**src/rtl/core/pac_pkg.sv**
```systemverilog
// Package for the packed array table: request kinds, status codes and the
// control structs passed between the top level, the entry cells and the result stage.
// No dependencies.
`default_nettype none

package pac_pkg;

  localparam int VAL_W  = 32;
  localparam int POS_W  = 7;
  localparam int CNT_W  = 7;
  localparam int FPOS_W = 6;
  localparam int KIND_W = 3;
  localparam int ST_W   = 2;

  // request kinds
  localparam logic [KIND_W-1:0] KIND_APPEND = 3'd0;
  localparam logic [KIND_W-1:0] KIND_INSERT = 3'd1;
  localparam logic [KIND_W-1:0] KIND_DELETE = 3'd2;
  localparam logic [KIND_W-1:0] KIND_EDIT   = 3'd3;
  localparam logic [KIND_W-1:0] KIND_READ   = 3'd4;
  localparam logic [KIND_W-1:0] KIND_SEARCH = 3'd5;

  // status codes
  localparam logic [ST_W-1:0] ST_OK     = 2'd0;
  localparam logic [ST_W-1:0] ST_BADPOS = 2'd1;
  localparam logic [ST_W-1:0] ST_FULL   = 2'd2;

  // per-cycle update command broadcast to every cell
  typedef struct packed {
    logic             wr;      // load val into the cell at wpos
    logic             up;      // cells above wpos take their lower neighbor
    logic             down;    // cells at/above wpos take their upper neighbor
    logic [POS_W-1:0] wpos;
    logic [VAL_W-1:0] val;
  } pac_ctl_t;

  // request outcome handed to the result stage
  typedef struct packed {
    logic             vld;
    logic [ST_W-1:0]  status;
    logic             rd_ok;
    logic             srch;
    logic [CNT_W-1:0] count;
  } pac_stage_t;

endpackage

`default_nettype wire

```
**src/rtl/core/pac_cell.sv**
```systemverilog
// One entry cell of the table: holds one value and moves it to a neighbor
// on insert/delete. Also reports a search match and a read select.
// Depends on pac_pkg.
`default_nettype none

module pac_cell #(
  parameter int IDX = 0
) (
  input  wire                        clk,
  input  pac_pkg::pac_ctl_t          ctl,
  input  wire [pac_pkg::VAL_W-1:0]   left_val,
  input  wire [pac_pkg::VAL_W-1:0]   right_val,
  input  wire [pac_pkg::POS_W-1:0]   pos,
  input  wire [pac_pkg::CNT_W-1:0]   count,
  input  wire [pac_pkg::VAL_W-1:0]   key,
  output logic [pac_pkg::VAL_W-1:0]  val,
  output logic                       match,
  output logic                       sel
);
  import pac_pkg::*;

  logic [VAL_W-1:0] val_r;
  logic [VAL_W-1:0] val_nxt;
  logic             at_w;
  logic             above_w;

  assign at_w    = (32'(IDX) == 32'(ctl.wpos));
  assign above_w = (32'(IDX) >  32'(ctl.wpos));

  // next value: direct write wins, then shift from a neighbor
  always_comb begin
    val_nxt = val_r;
    if (ctl.wr && at_w) begin
      val_nxt = ctl.val;
    end else if (ctl.up && above_w) begin
      val_nxt = left_val;
    end else if (ctl.down && (above_w || at_w)) begin
      val_nxt = right_val;
    end
  end

  always_ff @(posedge clk) begin
    val_r <= val_nxt;
  end

  assign val   = val_r;
  assign match = (val_r == key) && (32'(IDX) < 32'(count));
  assign sel   = (32'(IDX) == 32'(pos));

endmodule

`default_nettype wire

```
**config.mk**
```make
export PLATFORM = sky130hd
export DESIGN_NAME = pac_cell
export DESIGN_NICKNAME = d
export VERILOG_FILES = /design/src/rtl/core/pac_pkg.sv /design/src/rtl/core/pac_cell.sv
export SDC_FILE = /design/constraint.sdc
export NUM_CORES = 1
export LEC_CHECK = 0
export BUFFER_PORTS_ARGS = -buffer_cell sky130_fd_sc_hd__buf_2
export CAP_MARGIN = 20
export CORE_MARGIN = 3
export CORE_UTILIZATION = 37
export CTS_BUF_LIST = sky130_fd_sc_hd__clkbuf_8
export DETAILED_ROUTE_END_ITERATION = 16
export PLACE_DENSITY = 0.82
export SLEW_MARGIN = 30
export SYNTH_ARGS = -nofsm -noshare
export SYNTH_HDL_FRONTEND = slang
export SYNTH_SLANG_ARGS = --single-unit
```
**constraint.sdc**
```tcl
create_clock -name clk -period 2.3 [get_ports clk]
set_input_delay 0 -clock clk [delete_from_list [all_inputs] [get_ports clk]]
set_output_delay 0 -clock clk [all_outputs]
set_load 0.005 [all_outputs]
```
Word-level counts from Yosys, hierarchy flattened

Cells that the tools add are included.

Magnitude comparators: 1
Eq/ne operators: 1
Mux-type cells: 2
Reduce and logical (&&, ||, !) cells: 6

Operators by type and width:

| kind                                                      | count |
|---|---|
| 2-to-1 mux 32 bit                                         | 2 |
| == test 32 bit                                            | 1 |
| zero test 7 bit                                           | 2 |
| less-than comparator 1 x 7 -> 1 bit, first input constant | 1 |
| logical AND 1 bit                                         | 3 |
| nonzero test 2 bit                                        | 1 |

Register bits after elaboration: 32
Input port bits: 153

Logic depth before layout (Yosys ltp)

Depth in word-level cells: 4
Mapped depth: 5

Worst setup path after synthesis

Ideal clock, no wire load.

Kind: input -> register
Start point: input port ctl[33] in the netlist's numbering
End point: register val_r[0] (netlist: val[0]), enable pin
Data arrival time: 1.532 ns
Data required time: 1.909 ns
Setup slack: 0.377 ns
Stages: 3
Buffers on the path: 0
Cells stage by stage: or4_4 nor4_4 o21a_1

Cells in the longest elaborated chain, start to end: 3
Elaborated cells between the ends (all ways): 4

RTL lines:

| item                                        | line                           | text |
|---|---|---|
| from (decl)                                 | pac_cell.sv:10                 | `input pac_pkg::pac_ctl_t ctl,` |
| zero test 7 bit *                           | pac_cell.sv:27                 | `assign at_w = (32'(IDX) == 32'(ctl.wpos));` |
| logical AND 1 bit, on equally long branches | pac_cell.sv:33, pac_cell.sv:37 |  |
| nonzero test 2 bit (no source line) *       | --                             |  |
| to (signal assigned)                        | pac_cell.sv:43                 | `val_r <= val_nxt;` |
| to (decl)                                   | pac_cell.sv:22                 | `logic [VAL_W-1:0] val_r;` |

Mark *: on every way between the ends. The rest lies on a longest branch, timed or not.
A chain may end at the register's enable or synchronous reset.

Worst setup path after layout

Start point: register val_r[27] (netlist: val[27])
End point: output port match

Cells in the longest elaborated chain, start to end: 2

RTL lines:

| item              | line           | text |
|---|---|---|
| == test 32 bit    | pac_cell.sv:47 | `assign match = (val_r == key) && (32'(IDX) < 32'(count));` |
| logical AND 1 bit | pac_cell.sv:47 |  |
| to (decl)         | pac_cell.sv:17 | `output logic match,` |

No other way between the ends.

==> run summary <==
Power spread over the standard cell area amounts to 433 mW/mm^2. The share of total power dissipated in sequential elements is 0.533. Across the VDD grid, the largest voltage drop is approximately 0.4 mV. The vertical die dimension is just under 80 um. Clock tree synthesis inserted a total of 5 buffers.

The synthesized netlist net count came out at between 200 and 300. The largest total area in the synthesized netlist belongs to sky130_fd_sc_hd__edfxtp_1. The endpoint kind of the worst setup timing path is a primary output.

The floorplan step set the die width to 77.5 um. The number of vias after detailed routing is roughly 1600. The synthesis-to-finish area growth came out at 48.4%. The number of distinct library cells after synthesis is 16.

The first-pass iteration count of the detailed router came out at 4. The total of warnings raised by yosys is 0. The final antenna-violating net count came out at 0. The shortest clock period the worst path allows after layout is just under 2 ns. The die covers roughly 0.006 sq mm. The proportion of total power due to net switching is 0.200. The number of flip-flops in the largest register is 32. The maximum level of the CTS H-tree came out at 2. The setup total negative slack came out at 0 ns. The number of gates resized after CTS was 0. The footprint of the flip-flops and latches is around 960 sq um. In the final layout, the share of cells above drive strength 1 is 0.705. The worst setup path is of the reg -> out kind. The final hold slack is 0.0245 ns.

The max-slew violation count came to 0. Once detailed placement completed, the half-perimeter wirelength came to 4070 um. The via count normalized by instance count came out at 4.52. The first-pass GRT wire length came out at between 7000 and 8000 um. After global routing the overflow that remains totals 0.

The measured slew at the worst slew-check pin is slightly below 0.4 ns. The path category of the worst min-delay check is in -> reg. The wire length reported by the detailed router came out at 4740 um. The initial antenna violation count is 0.

The leakage power total came out at 1.39 nW. The count of boundary I/O pins is around 190. The global-route total usage across every layer is 0.160. The endpoint required time on the critical path came out at between 2 and 2.5 ns.

The cell area after synthesis is approximately 0.0019 sq mm. The worst slew slack as a fraction of its limit is 0.735. The maximum fanout encountered on the critical timing path came out at 2. The total of endpoints with negative setup slack in the final report is 0. The fraction of power consumed by the clock network came out at 0.315. Clock-pin slew was measured on the worst setup and hold paths at 0.06 ns. Routability-driven placement finished with a final weighted congestion of between 0.6 and 0.7. The cts-stage hold buffer count is 0. The combinational power share came out at 0.152. The starting density of the core came out at 0.392. The TritonCTS sink count is 32. The worst path arrival time is 1.97 ns. In this run, synthesis produced a sequential element count of 32. The wire length per cell after detailed routing is about 14 um.

Setup repair after global routing left no endpoint under its margin. The worst setup path is launched from a flop. The mean area per synthesized cell is roughly 16 sq um. The total of max-cap violations is 0. The run finished with clean final reports. The cell count after synthesis is roughly 120. The total setup buffers inserted after CTS came out at 0. Derived from the worst setup path, the maximum achievable clock frequency is approximately 500 MHz. The core box area is between 0.004 and 0.005 sq mm. The multi-input logic area is 895 sq um. The total count of hold-check failures in the final report came out at 0. Yosys attributes the largest share of cell area to sky130_fd_sc_hd__edfxtp_1 51%, sky130_fd_sc_hd__mux2_4 24%, sky130_fd_sc_hd__xor2_1 13%, sky130_fd_sc_hd__nor4_1 3.0%, sky130_fd_sc_hd__xnor2_1 1.9%.

The number of buffers added on ports is 153. The count of inserted antenna diode cells is 0. The maximum number of pins on one net before global-route repair came out at 33. Summed over all nets, the switching power comes to around 0.24 mW.

In the routed design, unresolved DRC markers number 0. The top-area cell type share of the netlist area is 0.509. Walking the worst path, the cells encountered are xor2_1, nor4_1, nand4_1, a2111oi_0, buf_2. The floorplan has 25 rows. The largest buffer count on any clock path came out at 2. The clock tree from TritonCTS is yes. The final net count came out at 431. The delay of the slowest cell on the worst path came out at about 0.42 ns.

The share of the clock period used by the worst path came out at 0.858. The part of the Yosys area used for sequential elements came out at 0.509. For this block, the initial DRC count from the detailed router was 36. The number of filler cells placed in the layout came out at between 400 and 500.

The critical path's slowest cell is sky130_fd_sc_hd__edfxtp_1. The kind of cell with the highest combined delay along the critical path is simple AND/OR/NAND/NOR gates. The via count of the first global-routing pass came out at 1615.

The internal power contribution came out at just under 1 mW. The tree is rooted in a sky130_fd_sc_hd__clkbuf_8. Counting both buffers and inverters, the worst setup path holds a total of 1.
[cell families after synthesis]
| kind of cell | count (synthesis) | share of synthesized area |
|---|---|---|
| AO/OA/AOI/OAI | 2 | 0.00861 |
| XOR/XNOR | 32 | 0.148 |
| buffers and inverters | 3 | 0.0179 |
| flip-flops | 32 | 0.509 |
| multiplexers | 32 | 0.250 |
| AND/OR/NAND/NOR | 17 | 0.0662 |
[cells in the final DEF (no fill, tap or decap), drive strengths merged, types with 2 or more instances in the layout]
master  netlist  routed
buf           3     156
xnor2         4       4
nor4         10      10
clkbuf        0       5
or4           2       2
nand4         2       2
clkinv        0       2
mux2         32      32
xor2         28      28
edfxtp       32      32
[synth_stat cells]
cell type / number
sky130_fd_sc_hd__nand3_1: 1
sky130_fd_sc_hd__nand4_1: 2
sky130_fd_sc_hd__nand2_2: 1
sky130_fd_sc_hd__o21a_1: 1
sky130_fd_sc_hd__a2111oi_0: 1
sky130_fd_sc_hd__xor2_1: 28
sky130_fd_sc_hd__or4_4: 1
sky130_fd_sc_hd__nor3_1: 1
sky130_fd_sc_hd__nor4_4: 1
sky130_fd_sc_hd__mux2_2: 2
sky130_fd_sc_hd__edfxtp_1: 32
sky130_fd_sc_hd__or4_1: 1
sky130_fd_sc_hd__mux2_4: 30
sky130_fd_sc_hd__buf_6: 3
sky130_fd_sc_hd__nor4_1: 9
sky130_fd_sc_hd__xnor2_1: 4
[final cells by class]
| type | instances | area share |
|---|---|---|
| clock buffer | 5 | 0.0245 |
| clock inverter | 2 | 0.00268 |
| multi-input combinational | 83 | 0.319 |
| timing repair buffer | 156 | 0.281 |
| tap | 67 | 0.0299 |
| sequential | 32 | 0.343 |
[final timing paths]
| path | to | start | cells after the start |
|---|---|---|---|
| worst max-delay path | match | val[27] | 5 |
| worst min-delay path | val[23] | right_val[23] | 2 |
[per-layer routing]
metal | wire length, um | share of wire | vias to the layer above | global-route usage
met3 | 667 | 0.14 | 2 | 0.0835
met1 | 1530 | 0.32 | 680 | 0.145
met5 | 0 | 0 | - | 0
met2 | 2520 | 0.53 | 108 | 0.308
li1 | - | - | 769 | -
met4 | 19 | 0.0040 | 0 | 0.0374
[power by group through the flow]
stage	registers [mW]	logic, mW	clock network (mW)
3_5_place_dp	0.659	0.186	0
2_1_floorplan	0.660	0.0697	0
4_1_cts	0.647	0.187	0.402
3_3_place_gp	0.659	0.181	0
6_report	0.647	0.185	0.383
5_1_grt	0.647	0.204	0.439
[stage by stage]
step / utilization / instance area (sq um) / instances / power [mW] / setup WS [ns]
after floorplan: - / 1890 / 118 / 0.729 / 0.377
after global placement: 0.566 / 2730 / 338 / 0.840 / 0.561
after detailed placement: 0.566 / 2730 / 338 / 0.846 / 0.515
after CTS: 0.582 / 2800 / 345 / 1.24 / 0.196
after global routing: 0.582 / 2800 / 345 / 1.29 / 0.0229
final: 0.582 / 2800 / 345 / 1.21 / 0.326
Note: power is estimated with default switching activity, not from simulation.
